[src/rtl/srtc_pkg.sv]
`timescale 1ns / 1ps
// ----------------------------------------------------------------------------
// srtc_pkg
// Shared widths, register indexes, reset values and types of the shading-rate
// tile classifier.
// ----------------------------------------------------------------------------
package srtc_pkg;

    // Port and field widths.
    localparam int TILE_W   = 10;
    localparam int IN_TD_W  = 24;
    localparam int OUT_TD_W = 8;
    localparam int DIR_W    = 48;
    localparam int COMP_W   = 16;
    localparam int PX_W     = 32;
    localparam int HT_W     = 24;
    localparam int TS_W     = 8;
    localparam int VS_W     = 16;
    localparam int TDIM_W   = 16;
    localparam int VDIM_W   = 32;
    localparam int CFG_W    = 48;
    localparam int CFG_IDX_W = 3;

    // Limb width of the pipelined multipliers.
    localparam int LIMB_W = 32;

    localparam int MAX_TILES_DEF = 1024;

    // Datapath widths. The tile-centre offset is in half pixels, its magnitude
    // times the pixel size is rounded to nearest by RND_SH bits, in 2^-24 units.
    localparam int MAG_W  = TILE_W + 1 + TS_W;
    localparam int RND_SH = 9;
    localparam int OFS_W  = MAG_W + PX_W - RND_SH + 1;
    localparam int FWD_SH = 24;
    localparam int PRD_W  = COMP_W + OFS_W;
    localparam int RAY_W  = PRD_W + 1;
    localparam int RMAG_W = RAY_W - 1;

    // Configuration register indexes.
    localparam logic [CFG_IDX_W-1:0] CFG_FWD  = 3'd0;
    localparam logic [CFG_IDX_W-1:0] CFG_UP   = 3'd1;
    localparam logic [CFG_IDX_W-1:0] CFG_RGT  = 3'd2;
    localparam logic [CFG_IDX_W-1:0] CFG_PX   = 3'd3;
    localparam logic [CFG_IDX_W-1:0] CFG_HT   = 3'd4;
    localparam logic [CFG_IDX_W-1:0] CFG_THR  = 3'd5;
    localparam logic [CFG_IDX_W-1:0] CFG_TILE = 3'd6;
    localparam logic [CFG_IDX_W-1:0] CFG_VIEW = 3'd7;

    // Register reset values: forward +z, up +y, right +x, 16x16 tiles,
    // 1920x1080 viewport.
    localparam logic [DIR_W-1:0]  FWD_RST  = 48'h4000_0000_0000;
    localparam logic [DIR_W-1:0]  UP_RST   = 48'h0000_4000_0000;
    localparam logic [DIR_W-1:0]  RGT_RST  = 48'h0000_0000_4000;
    localparam logic [TDIM_W-1:0] TILE_RST = 16'h1010;
    localparam logic [VDIM_W-1:0] VIEW_RST = 32'h0438_0780;

    // Shading rate codes.
    typedef enum logic [1:0] {
        RATE_1X1 = 2'd0,
        RATE_2X2 = 2'd1,
        RATE_4X4 = 2'd2
    } t_rate;

    // Ray leaving the direction stage: downward flag and component magnitudes.
    typedef struct packed {
        logic                   down;
        logic [2:0][RMAG_W-1:0] mag;
    } t_ray;

endpackage

[src/rtl/srtc_mul.sv]
`timescale 1ns / 1ps
// ----------------------------------------------------------------------------
// srtc_mul
// Unsigned multiplier in three register stages: limb partial products, row
// sums, final sum.
// ----------------------------------------------------------------------------
module srtc_mul #(
    parameter int WA = 32,
    parameter int WB = 32
) (
    input  logic             i_clk,
    input  logic             i_en,
    input  logic [WA-1:0]    i_a,
    input  logic [WB-1:0]    i_b,
    output logic [WA+WB-1:0] o_p
);

    localparam int LW = srtc_pkg::LIMB_W;
    localparam int NA = (WA + LW - 1) / LW;
    localparam int NB = (WB + LW - 1) / LW;
    localparam int PA = NA * LW;
    localparam int PB = NB * LW;
    localparam int RW = (NB + 1) * LW;
    localparam int SW = (NA + NB) * LW;

    logic [PA-1:0]      w_a;
    logic [PB-1:0]      w_b;
    logic [2*LW-1:0]    n_pp [NA][NB];
    logic [2*LW-1:0]    r_pp [NA][NB];
    logic [RW-1:0]      n_row [NA];
    logic [RW-1:0]      r_row [NA];
    logic [SW-1:0]      n_sum;
    logic [WA+WB-1:0]   r_sum;

    assign w_a = PA'(i_a);
    assign w_b = PB'(i_b);

    // Stage 1: one limb-by-limb product per pair.
    always_comb begin
        for (int i = 0; i < NA; i++) begin
            for (int j = 0; j < NB; j++) begin
                n_pp[i][j] = (2*LW)'(w_a[i*LW +: LW]) * (2*LW)'(w_b[j*LW +: LW]);
            end
        end
    end

    // Stage 2: each row of partial products summed at its limb offsets.
    always_comb begin
        for (int i = 0; i < NA; i++) begin
            n_row[i] = '0;
            for (int j = 0; j < NB; j++) begin
                n_row[i] = n_row[i] + (RW'(r_pp[i][j]) << (j * LW));
            end
        end
    end

    // Stage 3: rows summed into the full product.
    always_comb begin
        n_sum = '0;
        for (int i = 0; i < NA; i++) begin
            n_sum = n_sum + (SW'(r_row[i]) << (i * LW));
        end
    end

    always_ff @(posedge i_clk) begin
        if (i_en) begin
            r_pp  <= n_pp;
            r_row <= n_row;
            r_sum <= n_sum[WA+WB-1:0];
        end
    end

    assign o_p = r_sum;

endmodule

[config.mk]
export PLATFORM = sky130hd
export DESIGN_NAME = srtc_mul
export DESIGN_NICKNAME = d
export VERILOG_FILES = /design/src/rtl/srtc_pkg.sv /design/src/rtl/srtc_mul.sv
export SDC_FILE = /design/constraint.sdc
export NUM_CORES = 2
export LEC_CHECK = 0
export ABC_CLOCK_PERIOD_IN_PS = 9100
export BUFFER_PORTS_ARGS = -buffer_cell sky130_fd_sc_hd__buf_4
export CAP_MARGIN = 20
export CORE_MARGIN = 10
export CORE_UTILIZATION = 45
export DETAILED_ROUTE_END_ITERATION = 7
export GPL_TIMING_DRIVEN = 0
export HOLD_SLACK_MARGIN = 0.12
export PLACE_DENSITY = 0.71
export SYNTH_ARGS = -nofsm -noshare
export SYNTH_HDL_FRONTEND = slang
export SYNTH_SLANG_ARGS = --single-unit
export TNS_END_PERCENT = 100
[constraint.sdc]
create_clock -name i_clk -period 9.1 [get_ports i_clk]
set_input_delay 1.82 -clock i_clk [delete_from_list [all_inputs] [get_ports i_clk]]
set_output_delay 1.82 -clock i_clk [all_outputs]
set_load 0.02 [all_outputs]
======== Word-level counts from Yosys, hierarchy flattened ========
Index checks and enable logic that the tools add are counted.
Widths: inputs -> output; s select.
word-level totals
  bits in latches ......................... 0
  memories ................................ 0
  flip-flop bits (word level) ............. 192
  bits in read-only memories .............. 0
  input port bits ......................... 66
  bits in writable memories ............... 0
  word-level logic and storage cells ...... 4
operators by class
  $add $sub $neg .......................... 0
  eq/ne operators ......................... 0
  bitwise gates (word level) .............. 0
  order comparisons ....................... 0
  shift operators ......................... 0
  reduce and logical (&&, ||, !) cells .... 0
  div/mod/pow operators ................... 0
  multiplexer cells ....................... 0
  multiply operators ...................... 1
operators by type and width
  operator        count
  $mul 32x32->64  1

======== Longest topological paths before layout ========
  word-level depth ........................ 1
  mapped depth ............................ 29
  depth with buffers taken out ............ 27

======== Worst setup path after synthesis ========
Ideal clock, no wire load.
  path kind ............................... input -> register
  start point ............................. input port i_a[16]
  end point ............................... register r_pp[63] (netlist bit), data pin
  slack ................................... 0.464 ns
  stages .................................. 24
  data arrival time ....................... 8.372 ns
  data required time ...................... 8.836 ns
  path through ............................ clkbuf_1 > and2_1 > fa_1 > inv_1 > fa_1 > fa_1 > fa_1 > inv_1 > fa_1 > inv_1 > fa_1 > inv_1 > fa_1 > fa_1 > ha_1 > a21o_1 > a31oi_1 > o211ai_1 > nor4b_1 > o21ai_1 > a21boi_1 > o21ai_1 > a221oi_1 > xnor2_1
RTL lines
  what                    RTL line        text
  start: declaration      srtc_mul.sv:13  input logic [WA-1:0] i_a,
  end signal: assignment  srtc_mul.sv:67  r_pp <= n_pp;
  end: declaration        srtc_mul.sv:29  logic [2*LW-1:0] r_pp [NA][NB];

==> key figures <==
Run status
  • Status: completed

Critical path
  • Critical Path RT: 9.35 ns
  • R2r setup slk: 8.43 ns
  • Reg-to-Reg Start: r_row[35]$_DFFE_PP_
  • Crit path to: r_pp[61]$_DFFE_PP_
  • CP Launch Point: i_a[1]
  • Startpoint types: primary input
  • RR Endpoint: o_p[35]$_DFFE_PP_
  • Critical Path Sink Type: register
  • Crit path DAT: 9.20 ns
  • Reg2reg path depth: 0
  • Crit Path Max Fanout: 10
  • Crit path kind: in -> reg

Clocking
  • Cts bufs inserted: 17
  • CTS clock-pin slew for the worst setup and hold paths: approximately 0.09 ns
  • CTS sink count: between 150 and 200
  • Root Buffer: clkbuf_16
  • CTS H-tree depth: 4
  • Hold_buf cts: 0
  • Longest Clk Path Bufs: 2
  • TritonCTS clock tree: yes
  • Worst-skew pair later-pin latency: 0.45 ns

Floorplan
  • Width of the chip: 315 µm
  • Row count: between 100 and 150
  • Initial Utilization: 0.456
  • Die area: between 0.09 and 0.1 mm²
  • Num ports: 130
  • Core area: 0.0857 mm²
  • Die height: 315 µm

Route
  • Vias after detailed routing: approximately 28,000
  • DRT iter0 DRCs: 2,796
  • Final ANT Viol Nets: 0
  • WL/cell: 25.0 µm
  • Final wirelength: 129,000 µm
  • TritonRoute pass-1 iters: 5
  • Number of remaining DRC errors: 0
  • Via density: about 5.5

Placed design
  • Post-DP HPWL: 111,000 µm
  • Placer Congestion: slightly above 1
  • Port Buf Inserts: 129

Synth
  • Synth Flop Type: edfxtp_1
  • Share of Yosys cell area claimed by the top area cell type: 0.459
  • Fraction of registers with async set/reset: 0
  • EDFF count, synth: roughly 190
  • Post-synth cell types: 64
  • Cell area after synthesis: 0.0390 mm²
  • Cell count after synthesis: 3,871
  • Leading area contributor after synthesis: fa_1
  • Post-synthesis area per instance: 10.1 µm²
  • Mapped Nets: 5,096
  • Synth Warn #: 0
  • Synth top area cells: fa_1, edfxtp_1, and2_1
  • Seq/Total Area, Yosys: 0.148
  • Synth Register Bits: between 150 and 200

Worst hold path
  • Worst min-delay path category: reg -> reg

STA
  • Setup violations, final: 0
  • Final hold slack: 0.412 ns
  • Worst-Margin Slew: 0.996 ns
  • Slew margin rel.: 0.336
  • Minimum clock period: 8.95 ns
  • Fin. Hold Viols: 0
  • Clock skew: 0.0127 ns
  • Pins over their slew limit: 0
  • RSZ-0062 raised after global routing: true
  • Fmax achieved: 112 MHz
  • Final clock period utilization by the worst path: 0.983

Job
  • Max-capacitance violation count: 0

GRT
  • First-pass GRT wire length: 193,000 µm
  • Overflow after GRT: 0
  • Largest net degree at the start of global routing: 135
  • Initial antenna violation count: 11
  • GRT Total Usage: 0.265
  • Vias in the first global route: 30,410

Layout
  • Layout cells sized above 1: 0.0935
  • Final #Nets: 5,233
  • Area delta synth->final: 9.13%
worst min-delay path by stage:
stage / start / end / slack (ns) / cells after the start
after global routing: r_row[58]$_DFFE_PP_ / o_p[58]$_DFFE_PP_ / 0.42 / 0
after detailed placement: r_row[44]$_DFFE_PP_ / o_p[44]$_DFFE_PP_ / 0.40 / 0
final: r_row[58]$_DFFE_PP_ / o_p[58]$_DFFE_PP_ / 0.41 / 0
after floorplan: r_row[0]$_DFFE_PP_ / o_p[0]$_DFFE_PP_ / 0.40 / 0
after CTS: r_row[62]$_DFFE_PP_ / o_p[62]$_DFFE_PP_ / 0.42 / 0
after global placement: r_pp[59]$_DFFE_PP_ / r_row[59]$_DFFE_PP_ / 0.40 / 0
cells in the final DEF (no fill, tap or decap), drive strengths merged, types with 8 or more instances in the layout:
| cell type | Yosys | layout |
|---|---|---|
| ha | 263 | 263 |
| a31oi | 13 | 13 |
| diode | 0 | 8 |
| fa | 896 | 896 |
| nor2 | 27 | 27 |
| and2 | 604 | 604 |
| and3 | 10 | 10 |
| o21ai | 37 | 37 |
| clkbuf | 211 | 190 |
| a21o | 36 | 36 |
| xor2 | 16 | 16 |
| edfxtp | 192 | 192 |
| a21oi | 65 | 65 |
| inv | 865 | 874 |
| buf | 3 | 159 |
| xnor2 | 44 | 44 |
| nand3 | 18 | 18 |
| nand2 | 473 | 473 |
| o21bai | 11 | 11 |
| nand4 | 12 | 12 |
worst max-delay path, stage by stage:
cell and delay, ns:
buf_4 0.11, buf_1 0.74, and2_1 0.25, fa_1 0.44, fa_1 0.46, fa_1 0.57
fa_1 0.45, fa_1 0.42, fa_1 0.51, fa_1 0.49, inv_1 0.05, fa_1 0.56
inv_1 0.06, ha_2 0.38, nand4_1 0.18, nor2_1 0.14, nand2_1 0.12, a2111oi_4 0.31
o31ai_2 0.17, a211o_1 0.37, a2111o_1 0.41, o211ai_1 0.14
cell usage after synthesis, drive strengths merged, types with 3 or more instances:
master,number
a211oi,5
nor2,27
xor2,16
nand3,18
clkbuf,211
a21o,36
o21bai,11
a221oi,4
fa,896
nand2,473
xnor2,44
nor2b,5
a31o,3
a31oi,13
edfxtp,192
o21ai,37
and3,10
a21oi,65
or4,3
o31ai,6
o31a,3
nor3,5
inv,865
a21boi,4
ha,263
o21a,6
and2,604
buf,3
nand4,12
through the flow:
| step | area [µm²] | setup slack, ns | setup TNS (ns) | utilization | std cells |
|---|---|---|---|---|---|
| after floorplan | 39000 | 0.464 | 0 | - | 3871 |
| after global placement | 41400 | -1.30 | -25.64 | 0.484 | 5144 |
| after detailed placement | 41500 | -1.30 | -26.56 | 0.484 | 5145 |
| after CTS | 42400 | 0.00155 | 0 | 0.495 | 5170 |
| after global routing | 42600 | -0.0246 | -0.0339 | 0.497 | 5165 |
| final | 42600 | 0.152 | 0 | 0.497 | 5173 |
state kept, by name, indices dropped and copies added, names as in the netlist:
register  cells
o_p          64
r_pp         64
r_row        64
layer usage:
layer / vias to the layer above / wire length, µm / GRT usage
li1: 11713 / - / -
met1: 14492 / 46700 / 0.327
met2: 1653 / 59100 / 0.423
met3: 448 / 14400 / 0.0667
met4: 8 / 9200 / 0.151
met5: - / 52 / 0
cell type report:
cell class,count,area (µm²)
fill,7914,43100
multi-input combinational,2600,29400
sequential,192,5770
inverter,865,3250
tap,1144,1430
timing repair buffer,133,1030
buffer,199,1020
clock buffer,17,425
clock inverter,15,233
antenna,8,20.0
repair_timing:
item                                    in CTS  in global routing
pin swaps                                    2                  4
endpoints found under the setup margin      28                 18
resized for setup                          155                149
gates cloned                                 0                  0
buffers inserted                             1                  2
cells by family (layout without fill, tap and decap cells):
kind of cell / Yosys count / count (layout) / synth area share
simple gates: 1169 / 1169 / 0.155
fa+ha+maj: 1159 / 1159 / 0.544
buf+inv: 1079 / 1229 / 0.104
compound gates: 211 / 211 / 0.0358
flops: 192 / 192 / 0.148
xor+xnor: 60 / 60 / 0.0135
mux: 1 / 1 / 0.000256
other cells: 0 / 8 / 0
Power is left out: the tool's default activity adds up to more than one toggle a clock period on the data nets, which glitch-free logic cannot reach.
