==> src/rtl/srtc_pkg.sv <==
`timescale 1ns / 1ps
// ----------------------------------------------------------------------------
// srtc_pkg
// Shared widths, register indexes, reset values and types of the shading-rate
// tile classifier.
// ----------------------------------------------------------------------------
package srtc_pkg;

    // Port and field widths.
    localparam int TILE_W   = 10;
    localparam int IN_TD_W  = 24;
    localparam int OUT_TD_W = 8;
    localparam int DIR_W    = 48;
    localparam int COMP_W   = 16;
    localparam int PX_W     = 32;
    localparam int HT_W     = 24;
    localparam int TS_W     = 8;
    localparam int VS_W     = 16;
    localparam int TDIM_W   = 16;
    localparam int VDIM_W   = 32;
    localparam int CFG_W    = 48;
    localparam int CFG_IDX_W = 3;

    // Limb width of the pipelined multipliers.
    localparam int LIMB_W = 32;

    localparam int MAX_TILES_DEF = 1024;

    // Datapath widths. The tile-centre offset is in half pixels, its magnitude
    // times the pixel size is rounded to nearest by RND_SH bits, in 2^-24 units.
    localparam int MAG_W  = TILE_W + 1 + TS_W;
    localparam int RND_SH = 9;
    localparam int OFS_W  = MAG_W + PX_W - RND_SH + 1;
    localparam int FWD_SH = 24;
    localparam int PRD_W  = COMP_W + OFS_W;
    localparam int RAY_W  = PRD_W + 1;
    localparam int RMAG_W = RAY_W - 1;

    // Configuration register indexes.
    localparam logic [CFG_IDX_W-1:0] CFG_FWD  = 3'd0;
    localparam logic [CFG_IDX_W-1:0] CFG_UP   = 3'd1;
    localparam logic [CFG_IDX_W-1:0] CFG_RGT  = 3'd2;
    localparam logic [CFG_IDX_W-1:0] CFG_PX   = 3'd3;
    localparam logic [CFG_IDX_W-1:0] CFG_HT   = 3'd4;
    localparam logic [CFG_IDX_W-1:0] CFG_THR  = 3'd5;
    localparam logic [CFG_IDX_W-1:0] CFG_TILE = 3'd6;
    localparam logic [CFG_IDX_W-1:0] CFG_VIEW = 3'd7;

    // Register reset values: forward +z, up +y, right +x, 16x16 tiles,
    // 1920x1080 viewport.
    localparam logic [DIR_W-1:0]  FWD_RST  = 48'h4000_0000_0000;
    localparam logic [DIR_W-1:0]  UP_RST   = 48'h0000_4000_0000;
    localparam logic [DIR_W-1:0]  RGT_RST  = 48'h0000_0000_4000;
    localparam logic [TDIM_W-1:0] TILE_RST = 16'h1010;
    localparam logic [VDIM_W-1:0] VIEW_RST = 32'h0438_0780;

    // Shading rate codes.
    typedef enum logic [1:0] {
        RATE_1X1 = 2'd0,
        RATE_2X2 = 2'd1,
        RATE_4X4 = 2'd2
    } t_rate;

    // Ray leaving the direction stage: downward flag and component magnitudes.
    typedef struct packed {
        logic                   down;
        logic [2:0][RMAG_W-1:0] mag;
    } t_ray;

endpackage

==> src/rtl/srtc_offset.sv <==
`timescale 1ns / 1ps
// ----------------------------------------------------------------------------
// srtc_offset
// Eight-stage pipeline from a tile index to the signed view-plane offset of
// the tile centre, in units of 2^-24.
// ----------------------------------------------------------------------------
module srtc_offset #(
    parameter int MAX_TILES = srtc_pkg::MAX_TILES_DEF
) (
    input  logic                              i_clk,
    input  logic                              i_en,
    input  logic [srtc_pkg::TILE_W-1:0]       i_tile,
    input  logic [srtc_pkg::TS_W-1:0]         i_tsize,
    input  logic [srtc_pkg::VS_W-1:0]         i_vsize,
    input  logic [srtc_pkg::PX_W-1:0]         i_px,
    output logic signed [srtc_pkg::OFS_W-1:0] o_ofs
);

    localparam int TW     = srtc_pkg::TILE_W;
    localparam int RSH    = 2 * TW;
    localparam int RECIP  = (1 << RSH) / MAX_TILES;
    localparam int RCP_W  = RSH + 1;
    localparam int MOD_W  = $clog2(MAX_TILES + 1);
    localparam int QP_W   = TW + RCP_W;
    localparam int QM_W   = TW + MOD_W;
    localparam int CW     = TW + MOD_W;
    localparam int MAG_W  = srtc_pkg::MAG_W;
    localparam int M_W    = MAG_W + srtc_pkg::PX_W;
    localparam int SUM_W  = M_W + 1;
    localparam int RND_SH = srtc_pkg::RND_SH;
    localparam int Q_W    = srtc_pkg::OFS_W - 1;
    localparam int OFS_W  = srtc_pkg::OFS_W;

    localparam logic [RCP_W-1:0] RCP_V = RCP_W'(RECIP);
    localparam logic [MOD_W-1:0] MOD_V = MOD_W'(MAX_TILES);
    localparam logic [SUM_W-1:0] RND_V = SUM_W'(1) << (RND_SH - 1);

    logic [QP_W-1:0]         n_qp;
    logic [TW-1:0]           r1_tile;
    logic [TW-1:0]           r1_q;
    logic [QM_W-1:0]         n_qm;
    logic [TW-1:0]           r2_r0;
    logic [CW-1:0]           n_red;
    logic                    n_ge;
    logic [TW-1:0]           n_tx;
    logic [TW:0]             r3_odd;
    logic [MAG_W-1:0]        r4_prod;
    logic                    n_neg;
    logic [MAG_W-1:0]        r5_mag;
    logic                    r5_neg;
    logic [M_W-1:0]          r6_m;
    logic                    r6_neg;
    logic [SUM_W-1:0]        n_sum;
    logic [Q_W-1:0]          r7_q;
    logic                    r7_neg;
    logic signed [OFS_W-1:0] w_qs;
    logic signed [OFS_W-1:0] r8_ofs;

    // Tile index modulo MAX_TILES: reciprocal estimate, which is low by at
    // most one, then a single corrective subtract.
    always_comb begin
        n_qp  = QP_W'(i_tile) * QP_W'(RCP_V);
        n_qm  = QM_W'(r1_q) * QM_W'(MOD_V);
        n_red = CW'(r2_r0) - CW'(MOD_V);
        n_ge  = CW'(r2_r0) >= CW'(MOD_V);
        n_tx  = n_ge ? n_red[TW-1:0] : r2_r0;
    end

    // Centre offset in half pixels, split into sign and magnitude.
    assign n_neg = r4_prod < MAG_W'(i_vsize);

    // Scale by the pixel size and round to nearest, ties away from zero.
    assign n_sum = SUM_W'(r6_m) + RND_V;
    assign w_qs  = {1'b0, r7_q};

    always_ff @(posedge i_clk) begin
        if (i_en) begin
            r1_tile <= i_tile;
            r1_q    <= n_qp[RSH +: TW];
            r2_r0   <= r1_tile - n_qm[TW-1:0];
            r3_odd  <= {n_tx, 1'b1};
            r4_prod <= MAG_W'(r3_odd) * MAG_W'(i_tsize);
            r5_neg  <= n_neg;
            r5_mag  <= n_neg ? MAG_W'(i_vsize) - r4_prod : r4_prod - MAG_W'(i_vsize);
            r6_m    <= M_W'(r5_mag) * M_W'(i_px);
            r6_neg  <= r5_neg;
            r7_q    <= n_sum[RND_SH +: Q_W];
            r7_neg  <= r6_neg;
            r8_ofs  <= r7_neg ? -w_qs : w_qs;
        end
    end

    assign o_ofs = r8_ofs;

endmodule

==> config.mk <==
export PLATFORM = sky130hd
export DESIGN_NAME = srtc_offset
export DESIGN_NICKNAME = d
export VERILOG_FILES = /design/src/rtl/srtc_pkg.sv /design/src/rtl/srtc_offset.sv
export SDC_FILE = /design/constraint.sdc
export NUM_CORES = 2
export LEC_CHECK = 0
export ABC_CLOCK_PERIOD_IN_PS = 6800
export BUFFER_PORTS_ARGS = -buffer_cell sky130_fd_sc_hd__buf_2
export CORE_AREA = 2 2 302 304
export CTS_CLUSTER_SIZE = 20
export DETAILED_ROUTE_END_ITERATION = 8
export DIE_AREA = 0 0 304 306
export PLACE_DENSITY = 0.55
export SLEW_MARGIN = 25
export SYNTH_ARGS = -nofsm -noshare
export SYNTH_HDL_FRONTEND = slang
export SYNTH_SLANG_ARGS = --single-unit
==> constraint.sdc <==
create_clock -name i_clk -period 6.8 [get_ports i_clk]
set_input_delay 0.68 -clock i_clk [delete_from_list [all_inputs] [get_ports i_clk]]
set_output_delay 0.68 -clock i_clk [all_outputs]
set_load 0.01 [all_outputs]
## After elaboration in Yosys (flattened, before gate mapping)

Index checks and enable logic that the tools add are counted.

- Output and inout port bits: 43
- Logic and storage cells: 21
- Register bits: 207
- Bits of input ports: 68

- Mux-type cells: 2
- Multipliers: 2
- Order comparisons: 1
- Add/subtract/negate cells: 4

Operator list:

| kind | count |
|---|---|
| adder 51 x 9 -> 51 bit (second input constant) | 1 |
| multiplier 19 x 32 -> 51 bit | 1 |
| negator 42 -> 43 bit | 1 |
| two-way mux 42 bit | 1 |
| < comparator 19 x 16 -> 1 bit | 1 |
| multiplier 11 x 8 -> 19 bit | 1 |
| two-way mux 19 bit | 1 |
| subtractor 16 x 19 -> 19 bit | 1 |
| subtractor 19 x 16 -> 19 bit | 1 |

## Depth between registers and ports, before layout

- Word-level depth: 2
- Gate-level depth with buffers: 25

## Least setup slack after synthesis

OpenSTA, ideal clock, no wires.

- Kind: input to register
- Start point: input port i_px[20] (netlist name)
- End point: register r6_m[47] (data pin)
- Data arrival time: 6620 ps
- Buffers on the path: 3
- Setup time: 274 ps
- Path slack: -94 ps
- Stages: 22
- Cells stage by stage: clkbuf_1 clkbuf_1 nand2_1 fa_1 fa_1 fa_1 inv_1 fa_1 fa_1 inv_1 fa_1 inv_1 ha_1 clkbuf_1 nand4_1 or3_1 a311o_1 a21oi_1 or2_1 a41oi_1 o41ai_1 xor2_1

- Cells in the longest elaborated chain, start to end: 1

RTL lines:

| what | RTL line | text |
|---|---|---|
| start: declaration | srtc_offset.sv:15 | `input logic [srtc_pkg::PX_W-1:0] i_px,` |
| multiplier 19 x 32 -> 51 bit | srtc_offset.sv:85 | `r6_m <= M_W'(r5_mag) * M_W'(i_px);` |
| end signal: assignment | srtc_offset.sv:85 |  |
| end: declaration | srtc_offset.sv:51 | `logic [M_W-1:0] r6_m;` |

Every way passes these cells.
A chain may end at the register's enable or synchronous reset.

## Worst setup path after layout

- Start point: register r5_mag[1]
- End point: register r6_m[47] (data pin)

- Cells in the longest elaborated chain, start to end: 1

RTL lines:

| what | RTL line | text |
|---|---|---|
| start: declaration | srtc_offset.sv:49 | `logic [MAG_W-1:0] r5_mag;` |
| start signal: assignment | srtc_offset.sv:84 | `r5_mag <= n_neg ? MAG_W'(i_vsize) - r4_prod : r4_prod - MAG_W'(i_vsize);` |
| multiplier 19 x 32 -> 51 bit | srtc_offset.sv:85 |  |

Every way passes these cells.

==> results.txt <==
status - complete, no violations
Num CTS Buffers - 17
CP Launch Type - register
hold_buf cts - 0
Die Area - 93020 um2
Ports - 111
Slew Limit Fails - 0
Worst path top cell family by delay - adder cells
Critical-path top delay cell - fa_1
Crit Path Class - register to register
Worst slew margin - 35.60%
FF+latch count, synth - 199
setup_tns - 0 ns
Final GP Congestion - 0.8293
cell type with the largest total area after synthesis - fa_1
clk sinks - 199
largest net degree at the start of global routing - 166
Multi-input gate area - 22090 um2
row cnt - 110
f_max - 151.9 MHz
clk_lat worst skew - 0.51 ns
GRT Total Usage - 16.44%
Main synth FF type - edfxtp_1
post-synth top area share - 36.31%
share of layout cells above drive strength 1 - 11.05%
Die Ht - 306 um
met1 wire length - 34.42 mm
fin crit share - 96.84%
wirelength, routed - 75.52 mm
final antenna-violating net count - 0
Distinct cells, synth - 64
Top Metal Used - met5
most common cell after layout, fill and taps aside - inv_1
Crit path top cell by count - fa_1
initial antenna violation count - 7
CP endpoint kind - register
Area growth syn-to-layout - 13.32%
Max Buffers Root-to-Sink - 2
Fin Hold WS - 0.3477 ns
setup ws final - 0.2146 ns
residual DRC count - 0
Setup violations, final - 0
flop-to-flop setup slack - 0.21 ns
largest cells by area after synthesis - fa_1, edfxtp_1, inv_1
Setup Slack @ Placement - -0.1885 ns
IO Port Bufs - 110
RSZ-0062 raised after global routing - yes
width of the die - 304 um
syn nets - 4064
first-pass GRT wire length - 121.4 mm
routed wl met2 - 36.02 mm
Layout Skew - 0.02404 ns
ys async rst share - 0%
Worst-path clk slew - 0.09 ns
detailed placer's ending HPWL - 61.22 mm
minimum clock period - 6.585 ns
Fillers - 8915
post-DR vias/cell - 4.677
most frequent cells in the layout - inv_1, fa_1, nand2_1
Core Area - 89600 um2
Syn Std Cell Area - 31100 um2
register area - 5976 um2
CTS H-tree depth - 4
Root Driver - clkbuf_16
Least-Margin Pin Slew - 0.9660 ns
routed vias - 21466
CP Max Fanout - 10
Synth Warn # - 0
layout net count - 4237
Final Instance Count excl. Fillers - 4590
Initial Util - 34.71%
WP data arrival - 6.84 ns
CP Buf/Inv Count - 7
grt ovf - 0
DRT iter0 DRCs - 935
slowest cell delay on critical path - 0.55 ns
Gate Count Post-Synth - 3227
TritonCTS clock tree - done
Routed met3 length - 3.774 mm
Cell Chain, Critical Path - buf_4 -> clkbuf_16 -> and2_1 -> fa_1 -> fa_1 -> inv_1 -> fa_1 -> inv_1 -> fa_1 -> fa_1 -> inv_1 -> fa_1 -> inv_1 -> ha_1 -> nand3_2 -> or3_4 -> a311o_1 -> a21oi_2 -> buf_4 -> or2_4 -> a41oi_4 -> o41ai_4 -> xor2_1
Wirelength per Cell - 16.45 um
post-synthesis sequential area ratio - 19.21%
DR pass1 iterations - 5
vias in the first global route - 23062
Post-Place Cells - 4538
CP Data Required Time - 7.05 ns
EDFF count, synth - 199
Hold Path Class - input port to register
Avg Synthesized Cell Area - 9.637 um2
total of max-cap violations - 0
final hold vios - 0
==> cells in the mapped netlist (4+ instances only) <==
library cell / instances
a21o_1: 37
o2111ai_1: 4
nor2b_1: 20
xnor2_1: 116
nor2_1: 50
xor2_1: 34
or4_1: 7
clkbuf_1: 139
and3_1: 18
a211oi_1: 6
mux2i_1: 7
and2_1: 336
a21oi_1: 77
a221oi_1: 4
nor4_1: 5
edfxtp_1: 199
nand2_1: 427
nand4_1: 29
ha_1: 205
or3_1: 9
a21boi_0: 6
o31ai_1: 14
o21ai_0: 61
o21a_1: 8
fa_1: 564
nand3_1: 29
inv_1: 711
and4_1: 7
a31oi_1: 7
nand2b_1: 13
o41ai_1: 9
nor3_1: 20
==> kinds of logic (layout without fill, tap and decap cells) <==
group	after synthesis	in the layout	synth area share (%)
AOI/OAI and AO/OA	265	265	5.520
xor gates and xnor gates	150	150	4.224
adders and majority gates	769	769	44.55
buffers and inverters	854	1040	10.31
DFF	199	199	19.21
muxes	7	7	0.2253
other	0	1	0
and+or+nand+nor	983	983	15.96
==> worst reg2reg max path, stage by stage (launching register included) <==
cell and delay (ns):
edfxtp_1 0.46, buf_4 0.19, clkbuf_16 0.17, and2_1 0.16, fa_1 0.45, fa_1 0.54, inv_1 0.05, fa_1 0.48
inv_1 0.07, fa_1 0.54, fa_1 0.55, inv_1 0.05, fa_1 0.47, inv_1 0.04, ha_1 0.29, nand3_2 0.10
or3_4 0.36, a311o_1 0.40, a21oi_2 0.14, buf_4 0.14, or2_4 0.13, a41oi_4 0.14, o41ai_4 0.32, xor2_1 0.11
==> repair_timing <==
action	4_1_cts	5_1_grt
endpoints found under the setup margin	0	12
gates resized for setup	0	41
setup buffers	0	13
==> flip-flops by register name, summed over array words and instances, names as in the netlist <==
name,cells
o_ofs,43
r6_m,43
r7_q,42
r4_prod,19
r5_mag,19
n_tx,10
r1_tile,10
r3_odd,10
r5_neg,1
r6_neg,1
r7_neg,1
==> stage by stage <==
step	area (um2)	util (%)
after floorplan	31110	-
after global placement	34110	38.07
after detailed placement	34110	38.07
after CTS	34780	38.81
after global routing	35240	39.33
final	35240	39.34
==> final cells by class <==
type | count | area share (%)
flip-flops and latches | 199 | 16.96
inverters | 712 | 7.583
clock buffers | 17 | 1.207
clock inverters | 15 | 0.6710
diodes | 1 | 0.007100
well taps | 1176 | 4.175
multi-input cells | 2174 | 62.67
repair buffers | 296 | 6.731
==> layer usage <==
| layer | track usage (%) | up-vias |
|---|---|---|
| met3 | 3.007 | 86 |
| met5 | 0 | - |
| met4 | 3.922 | 12 |
| met1 | 21.78 | 10733 |
| met2 | 27.87 | 448 |
| li1 | - | 10187 |
==> worst paths after layout <==
check,start,end,cells after the start
max,r5_mag[1],r6_m[47],23
min,i_tile[1],r1_tile[1],1
max reg2reg,r5_mag[1],r6_m[47],23
min reg2reg,r1_tile[7],n_tx[7],0
Power is left out: the tool's default activity adds up to more than one toggle a clock period on the data nets, which glitch-free logic cannot reach.
